--- config.mk ---
export PLATFORM = sky130hd
export DESIGN_NAME = rpn_alu
export DESIGN_NICKNAME = d
export VERILOG_FILES = /design/src/rpn_pkg.sv /design/src/rpn_alu.sv
export SDC_FILE = /design/constraint.sdc
export NUM_CORES = 2
export LEC_CHECK = 0
export ABC_AREA = 1
export BUFFER_PORTS_ARGS = -buffer_cell sky130_fd_sc_hd__buf_4
export CAP_MARGIN = 20
export CORE_MARGIN = 2
export CORE_UTILIZATION = 50
export DETAILED_ROUTE_END_ITERATION = 10
export PLACE_DENSITY = 0.62
export RECOVER_POWER = 100
export SLEW_MARGIN = 20
export SYNTH_ARGS = -nofsm -noshare
export SYNTH_HDL_FRONTEND = slang
export SYNTH_SLANG_ARGS = --single-unit
--- constraint.sdc ---
create_clock -name clk_i -period 19.49 [get_ports clk_i]
set_clock_uncertainty 0.1 [all_clocks]
set_input_delay 2.9235 -clock clk_i [delete_from_list [all_inputs] [get_ports clk_i]]
set_output_delay 2.9235 -clock clk_i [all_outputs]
set_load 0.05 [all_outputs]
--- src/rpn_pkg.sv ---
`timescale 1ns / 1ps
// ----------------------------------------------------------------------------
// rpn_pkg: shared definitions for the RPN stack calculator
// Stack geometry, Q32.32 limits, operation codes, sequencer states and the
// request/response bundles between the sequencer and the arithmetic unit.
// ----------------------------------------------------------------------------
package rpn_pkg;

  localparam int unsigned STACK_DEPTH = 128;
  localparam int unsigned CNT_W       = $clog2(STACK_DEPTH + 1);
  localparam int unsigned IDX_W       = $clog2(STACK_DEPTH);
  localparam int unsigned DEPTH_OUT_W = 8;
  localparam int unsigned DATA_W      = 64;

  // restoring divide: 64 integer bits plus 32 fraction bits of quotient
  localparam int unsigned DIV_STEPS = 96;
  localparam int unsigned STEP_W    = $clog2(DIV_STEPS);
  // four 32x32 partial products plus a step to drain the product register
  localparam int unsigned MUL_STEPS = 5;

  localparam logic [DATA_W-1:0] Q_MAX = {1'b0, {(DATA_W-1){1'b1}}};
  localparam logic [DATA_W-1:0] Q_MIN = {1'b1, {(DATA_W-1){1'b0}}};

  typedef enum logic [2:0] {
    OP_PUSH    = 3'd0,
    OP_ADD     = 3'd1,
    OP_SUB     = 3'd2,
    OP_MUL     = 3'd3,
    OP_DIV     = 3'd4,
    OP_SHOW    = 3'd5,
    OP_UNKNOWN = 3'd6
  } op_e;

  typedef enum logic [2:0] {
    S_IDLE,
    S_POP_B,
    S_GET_B,
    S_POP_A,
    S_GET_A,
    S_EXEC,
    S_PUSH,
    S_RESULT
  } seq_state_e;

  typedef enum logic [2:0] {
    ALU_IDLE,
    ALU_ADDSUB,
    ALU_MUL,
    ALU_DIV,
    ALU_SAT,
    ALU_DONE
  } alu_state_e;

  typedef struct packed {
    logic start;
    op_e  op;
  } alu_req_t;

  typedef struct packed {
    logic busy;
    logic done;
  } alu_rsp_t;

endpackage

--- src/rpn_alu.sv ---
`timescale 1ns / 1ps
// ----------------------------------------------------------------------------
// rpn_alu: shared Q32.32 arithmetic unit
// Saturating add/sub in one pass, multiply from four 32x32 partial products,
// divide one quotient bit per cycle (restoring), saturation stage shared by mul/div.
// ----------------------------------------------------------------------------
module rpn_alu (
  input  logic                       clk_i,
  input  logic                       rst_ni,
  input  rpn_pkg::alu_req_t          req_i,
  input  logic [rpn_pkg::DATA_W-1:0] a_i,
  input  logic [rpn_pkg::DATA_W-1:0] b_i,
  output rpn_pkg::alu_rsp_t          rsp_o,
  output logic [rpn_pkg::DATA_W-1:0] result_o
);

  rpn_pkg::alu_state_e state_q, state_d;
  rpn_pkg::op_e        op_q, op_d;

  logic [63:0]               a_q, a_d, b_q, b_d;
  logic [63:0]               x_q, x_d, y_q, y_d;
  logic                      neg_q, neg_d;
  logic [63:0]               r_q, r_d, quo_q, quo_d;
  logic                      ovf_q, ovf_d;
  logic [127:0]              acc_q, acc_d;
  logic [63:0]               pp_q, pp_d;
  logic [1:0]                sh_q, sh_d;
  logic [rpn_pkg::STEP_W-1:0] step_q, step_d;
  logic [63:0]               res_q, res_d;

  // combinational helpers
  logic [63:0]  sum, dif;
  logic [31:0]  mx, my;
  logic [127:0] pp_shifted;
  logic [64:0]  r_shift, r_trial;
  logic         r_ge;
  logic [63:0]  sat_m;
  logic         sat_ovf;

  function automatic logic [63:0] magnitude(logic [63:0] v);
    magnitude = v[63] ? (64'd0 - v) : v;
  endfunction

  function automatic logic [63:0] signed_sat(logic [63:0] m, logic neg, logic ovf);
    if (neg) begin
      signed_sat = (ovf || (m > rpn_pkg::Q_MIN)) ? rpn_pkg::Q_MIN : (64'd0 - m);
    end else begin
      signed_sat = (ovf || m[63]) ? rpn_pkg::Q_MAX : m;
    end
  endfunction

  // datapath pieces
  always_comb begin
    sum = a_q + b_q;
    dif = a_q - b_q;

    // step order: xl*yl, xl*yh, xh*yl, xh*yh
    mx = step_q[1] ? x_q[63:32] : x_q[31:0];
    my = step_q[0] ? y_q[63:32] : y_q[31:0];

    case (sh_q)
      2'd0:    pp_shifted = {64'd0, pp_q};
      2'd1:    pp_shifted = {32'd0, pp_q, 32'd0};
      default: pp_shifted = {pp_q, 64'd0};
    endcase

    r_shift = {r_q, x_q[63]};
    r_ge    = (r_shift >= {1'b0, y_q});
    r_trial = r_shift - {1'b0, y_q};

    if (op_q == rpn_pkg::OP_MUL) begin
      sat_m   = acc_q[95:32];
      sat_ovf = |acc_q[127:96];
    end else begin
      sat_m   = quo_q;
      sat_ovf = ovf_q;
    end
  end

  // next state
  always_comb begin
    state_d = state_q;
    case (state_q)
      rpn_pkg::ALU_IDLE: begin
        if (req_i.start) begin
          case (req_i.op)
            rpn_pkg::OP_MUL: state_d = rpn_pkg::ALU_MUL;
            rpn_pkg::OP_DIV: state_d = rpn_pkg::ALU_DIV;
            default:         state_d = rpn_pkg::ALU_ADDSUB;
          endcase
        end
      end
      rpn_pkg::ALU_ADDSUB: state_d = rpn_pkg::ALU_DONE;
      rpn_pkg::ALU_MUL: begin
        if (step_q == rpn_pkg::STEP_W'(rpn_pkg::MUL_STEPS - 1)) begin
          state_d = rpn_pkg::ALU_SAT;
        end
      end
      rpn_pkg::ALU_DIV: begin
        if (step_q == rpn_pkg::STEP_W'(rpn_pkg::DIV_STEPS - 1)) begin
          state_d = rpn_pkg::ALU_SAT;
        end
      end
      rpn_pkg::ALU_SAT:  state_d = rpn_pkg::ALU_DONE;
      rpn_pkg::ALU_DONE: state_d = rpn_pkg::ALU_IDLE;
      default:           state_d = rpn_pkg::ALU_IDLE;
    endcase
  end

  // register updates
  always_comb begin
    op_d   = op_q;
    a_d    = a_q;
    b_d    = b_q;
    x_d    = x_q;
    y_d    = y_q;
    neg_d  = neg_q;
    r_d    = r_q;
    quo_d  = quo_q;
    ovf_d  = ovf_q;
    acc_d  = acc_q;
    pp_d   = pp_q;
    sh_d   = sh_q;
    step_d = step_q;
    res_d  = res_q;
    case (state_q)
      rpn_pkg::ALU_IDLE: begin
        if (req_i.start) begin
          op_d   = req_i.op;
          a_d    = a_i;
          b_d    = b_i;
          x_d    = magnitude(a_i);
          y_d    = magnitude(b_i);
          neg_d  = a_i[63] ^ b_i[63];
          r_d    = '0;
          quo_d  = '0;
          ovf_d  = 1'b0;
          acc_d  = '0;
          step_d = '0;
        end
      end
      rpn_pkg::ALU_ADDSUB: begin
        if (op_q == rpn_pkg::OP_SUB) begin
          if ((a_q[63] != b_q[63]) && (dif[63] != a_q[63])) begin
            res_d = a_q[63] ? rpn_pkg::Q_MIN : rpn_pkg::Q_MAX;
          end else begin
            res_d = dif;
          end
        end else begin
          if ((a_q[63] == b_q[63]) && (sum[63] != a_q[63])) begin
            res_d = a_q[63] ? rpn_pkg::Q_MIN : rpn_pkg::Q_MAX;
          end else begin
            res_d = sum;
          end
        end
      end
      rpn_pkg::ALU_MUL: begin
        // product registered, accumulated on the next step
        pp_d   = {32'd0, mx} * {32'd0, my};
        sh_d   = {1'b0, step_q[1]} + {1'b0, step_q[0]};
        if (step_q != '0) begin
          acc_d = acc_q + pp_shifted;
        end
        step_d = step_q + 1'b1;
      end
      rpn_pkg::ALU_DIV: begin
        r_d    = r_ge ? r_trial[63:0] : r_shift[63:0];
        ovf_d  = ovf_q | quo_q[63];
        quo_d  = {quo_q[62:0], r_ge};
        x_d    = {x_q[62:0], 1'b0};
        step_d = step_q + 1'b1;
      end
      rpn_pkg::ALU_SAT: begin
        res_d = signed_sat(sat_m, neg_q, sat_ovf);
      end
      default: ;
    endcase
  end

  always_ff @(posedge clk_i or negedge rst_ni) begin
    if (!rst_ni) begin
      state_q <= rpn_pkg::ALU_IDLE;
    end else begin
      state_q <= state_d;
    end
  end

  always_ff @(posedge clk_i) begin
    op_q   <= op_d;
    a_q    <= a_d;
    b_q    <= b_d;
    x_q    <= x_d;
    y_q    <= y_d;
    neg_q  <= neg_d;
    r_q    <= r_d;
    quo_q  <= quo_d;
    ovf_q  <= ovf_d;
    acc_q  <= acc_d;
    pp_q   <= pp_d;
    sh_q   <= sh_d;
    step_q <= step_d;
    res_q  <= res_d;
  end

  // outputs
  always_comb begin
    rsp_o.done = (state_q == rpn_pkg::ALU_DONE);
    rsp_o.busy = (state_q != rpn_pkg::ALU_IDLE);
    result_o   = res_q;
  end

endmodule

**Yosys cells after proc, flatten, opt, wreduce, memory -nomap -nowiden**

Index checks and enable logic that the tools add are counted.

- Register bits: 657
- Input port bits: 134
- Logic and storage cells: 103

- $add $sub $neg: 9
- Multipliers: 1
- Magnitude comparators: 2
- Equality and inequality tests: 20
- Muxes and demuxes: 33
- Bitwise gates (word level): 2
- Reductions and logical operators: 20

Operators by type and width:

| kind | count |
|---|---|
| 64-bit two-way mux | 12 |
| 128-bit case mux with 2 select lines | 2 |
| 64-bit case mux with 2 select lines | 4 |
| 128-bit two-way mux | 2 |
| 1-bit by 64-bit subtractor with 64-bit output (first input constant) | 3 |
| 128-bit adder | 1 |
| 64-bit subtractor | 2 |
| 65-bit by 64-bit >= comparator with 1-bit output | 1 |
| 64-bit adder | 1 |
| 64-bit greater-than comparator (second input constant) | 1 |
| 32-bit by 32-bit multiplier with 64-bit output | 1 |
| 32-bit two-way mux | 2 |
| 63-bit two-way mux | 1 |
| 32-bit OR reduction | 1 |
| 3-bit by 2-bit equality test with 1-bit output (second input constant) | 5 |
| 7-bit case mux with 2 select lines | 1 |
| 3-bit case mux with 4 select lines | 1 |
| 3-bit equality test (second input constant) | 3 |
| 3-bit two-way mux | 3 |
| 2-bit != test (second input constant) | 4 |
| 2-bit nonzero test | 4 |
| 7-bit by 1-bit adder with 7-bit output (second input constant) | 1 |
| 7-bit by 3-bit equality test with 1-bit output (second input constant) | 1 |
| 7-bit equality test (second input constant) | 1 |
| 20 further kinds | 29 |

**Logic depth before layout (Yosys ltp)**

- Word-level depth: 7
- Depth in mapped cells: 36
- Mapped depth without buffers: 33

**Worst setup path before layout**

Ideal clock, no wire load.

- Path type: input to register
- From: in req_i[3] in the netlist's numbering
- To: reg acc_q[0] (enable)
- Data arrival time: 18.347 ns
- Data required time: 18.733 ns
- Slack: 0.386 ns
- Stages: 4
- Cell sequence: inv_1 -> nor2_1 -> inv_1 -> a21oi_1

- Longest elaborated chain between the ends: 2

Ends and longest elaborated chain:

| item | line | source |
|---|---|---|
| from (decl) | rpn_alu.sv:10 | `input rpn_pkg::alu_req_t req_i,` |
| 2-bit != test (no source line) | -- |  |
| 3-bit AND reduction (no source line) | -- |  |
| to (signal assigned) | rpn_alu.sv:198 | `acc_q <= acc_d;` |
| to (decl) | rpn_alu.sv:25 | `logic [127:0] acc_q, acc_d;` |

Every way passes these cells.
A chain may end at the register's enable or synchronous reset.

**Worst setup path after layout**

- From: in req_i[3] in the netlist's numbering
- To: reg r_q[61] (enable)

- Longest elaborated chain between the ends: 2

Ends and longest elaborated chain:

| item | line | source |
|---|---|---|
| 2-bit != test (no source line) | -- |  |
| 2-bit AND reduction (no source line) | -- |  |
| to (signal assigned) | rpn_alu.sv:195 | `r_q <= r_d;` |
| to (decl) | rpn_alu.sv:23 | `logic [63:0] r_q, r_d, quo_q, quo_d;` |

Every way passes these cells.

==> flow_summary_export.csv <==
group,metric,value,unit
clock_tree,insertion_delay,0.76,ns
clock_tree,max-clock-path-buffers,3,
setup_path,path_max_fanout,69,
floorplan,die_h,437,um
timing,drv_slew,1648,
grt,grt_overflow,0,
setup_path,crit_required,19.64,ns
timing,rsz0062_at_grt,"no",
min_path,worstHoldPathType,"register to register",
routing,viasPerCell,5.89,
setup_path,crit_chain,"clkbuf_4 > inv_1 > nor2_1 > inv_1 > nand2_1 > clkbuf_1 > clkbuf_1",
timing,holdWs,0.452,ns
setup_path,crit_end,"r_q[61]",
logic_synthesis,yosysSeqAreaShare,0.210,
logic_synthesis,syn_avg_cell_area,6.90,sq um
floorplan,num_rows,159,
setup_path,cp.arrival,13.47,ns
setup_path,path_class,"primary input to register",
setup_path,regToRegStartpoint,"step_q[0]",
logic_synthesis,synth_cells,13600,
setup_path,crit_path_top_delay_cell,"clkbuf_1",
routing,drt_drc_violations_left,2,
place,dpl_worst_slack,10.29,ns
routing,wire_per_inst,26.4,um
final_layout,final_common_cell,"nand2_1",
setup_path,rr_worst_depth,27,
grt,antenna_found_initial,50,
floorplan,start_util,0.502,
floorplan,fp.dieW,437,um
logic_synthesis,ys_types,54,
timing,tightest_slew,10.14,ns
final_layout,nNetsFinal,15300,
timing,min_period_over_period,0.684,
logic_synthesis,ys_warn_count,0,
setup_path,critPathBufInv,5,
clock_tree,post-cts-setup-buffer-count,0,
routing,final_antenna_net_count,0,
grt,grt_pass1_wl,612000,um
setup_path,slowest_delay,3.24,ns
timing,tns,0,ns
timing,max_freq,75.0,MHz
routing,drt_iter0_drc,12700,
place,io_buffers,199,
setup_path,cp-start-kind,"primary input",
final_layout,final_cell_mix,"nand2_1 (3375), inv_1 (2651), nor2_1 (2165)",
clock_tree,clock_sinks,656,
final_layout,utilization,0.535,
timing,finalSetupViolCount,0,
status,failed_checks,"design-rule violations, max-capacitance violations, max-slew violations",
status,status,"finished, violations left",
grt,grt_pass1_vias,92000,
logic_synthesis,netlist_area,93900,sq um
setup_path,reg2reg_to,"pp_q[63]",
place,hpwl,352000,um
setup_path,crit_path_end_kind,"register",
timing,hold_viol,0,
logic_synthesis,syn_nets,15200,
setup_path,crit_start,"req_i[3]",
setup_path,cp.depth,7,
clock_tree,cts.clk_slew.worst_paths,0.06,ns
logic_synthesis,synth-seq-cells,656,
clock_tree,htreeDepth,3,
grt,grt_use_total,0.439,
floorplan,die_area,191000,sq um
routing,drt-total-wl,429000,um
setup_path,ff2ff_setup_slack,7.20,ns
flow_run,maxCapViolCount,25,
floorplan,io_pins,200,
routing,vias,95700,
timing,fin_crit,13.33,ns
clock_tree,tritoncts,"done",
timing,relSlewSlack,-5.76,
clock_tree,cts_hold_buf,0,
floorplan,coreArea,187000,sq um
timing,worst_slack,6.16,ns
setup_path,cpLargestDelayFamily,"buffers and inverters",
clock_tree,cts-root-buf,"clkbuf_16",
clock_tree,cts_buffers,82,
final_layout,area_delta_synth_final,6.63,%
final_layout,nFillCells,18600,
grt,grt_max_degree,182,
clock_tree,cts-resized-gates,0,
place,gp_congestion,1.12,
final_layout,layout-drive-gt1-share,0.0301,
routing,first_pass_iters,10,
worst reg2reg max path, delay by kind of cell, from the launching register on:
family                   cells  cell delay [ns]
adder cells (fa/ha/maj)      9             4.15
buffers and inverters        7             5.32
flip-flops                   1             0.33
AND/OR/NAND/NOR              9             1.93
AO/OA/AOI/OAI                2             0.32
routing by layer:
layer	track usage	routed length (um)	vias to the layer above
li1	-	-	42200
met1	0.574	163000	45200
met2	0.642	178000	6714
met3	0.119	53600	1556
met4	0.276	33700	16
met5	0	111	-
area by class of cell:
class,count,area (sq um),share of cell area
Multi-Input combinational cell,9900,62800,0.627
Sequential cell,656,19700,0.197
Inverter,2686,10100,0.101
Tap cell,2495,3120,0.0312
Clock buffer,91,2090,0.0208
Timing Repair Buffer,319,1570,0.0157
Clock inverter,58,644,0.00644
Antenna cell,45,113,0.00112
cells in the mapped netlist (all sizes together):
cell type  instances  share of area
nand2           3413           0.14
inv             2661           0.11
nor2            2193          0.089
fa               901           0.19
o21ai            739          0.040
a21oi            733          0.039
edfxtp           653           0.21
ha               585          0.078
nand3            497          0.027
clkbuf           320          0.013
xor2             207          0.019
nand4            124         0.0083
nor3             111         0.0059
o22ai             65         0.0044
o21bai            56         0.0045
buf               55         0.0036
xnor2             47         0.0044
or2               34         0.0023
a31oi             31         0.0021
nor4              29         0.0019
o21a              28         0.0022
clkinv            25         0.0010
nand3b            21         0.0017
and2              17         0.0011
a21boi            14         0.0012
a21o              14         0.0011
o31ai             12        0.00096
and3               8        0.00053
o211ai             8        0.00064
nor3b              5        0.00040
dfrtp              3        0.00080
o311ai             3        0.00028
a221oi             2        0.00019
a211oi             1       0.000080
o2111ai            1       0.000093
o32ai              1       0.000093
per-stage QoR:
step	cells	instance area [sq um]
floorplan	13600	93900
global placement	16100	98200
detailed placement	16100	98200
CTS	16200	101000
global route	16200	100000
finish	16300	100000
logic make-up after synthesis:
logic type,share of synthesized area
AOI/OAI and AO/OA,0.0971
xor gates and xnor gates,0.0237
and+or+nand+nor,0.276
DFF,0.210
adders and majority gates,0.270
buffers and inverters,0.124
how the worst min path moves through the flow:
stage                     startpoint          to  slack, ns  cells after the start
after floorplan           state_q[1]  state_q[1]       0.40                      2
after global placement    state_q[1]  state_q[1]       0.44                      2
after detailed placement    quo_q[3]    quo_q[4]       0.45                      2
after CTS                   quo_q[3]    quo_q[4]       0.46                      2
after global routing      state_q[1]  state_q[1]       0.48                      2
final                     state_q[1]  state_q[1]       0.45                      2
state kept, by name, summed over array words and instances (netlist names):
name      count
r_q          64
a_q          64
ovf_q         1
quo_q        64
acc_q       128
neg_q         1
b_q          64
op_q          3
step_q        7
state_q       3
pp_q         64
x_q          64
result_o     64
sh_q          2
y_q          63
Power is left out: the tool's default activity adds up to more than one toggle a clock period on the data nets, which glitch-free logic cannot reach.
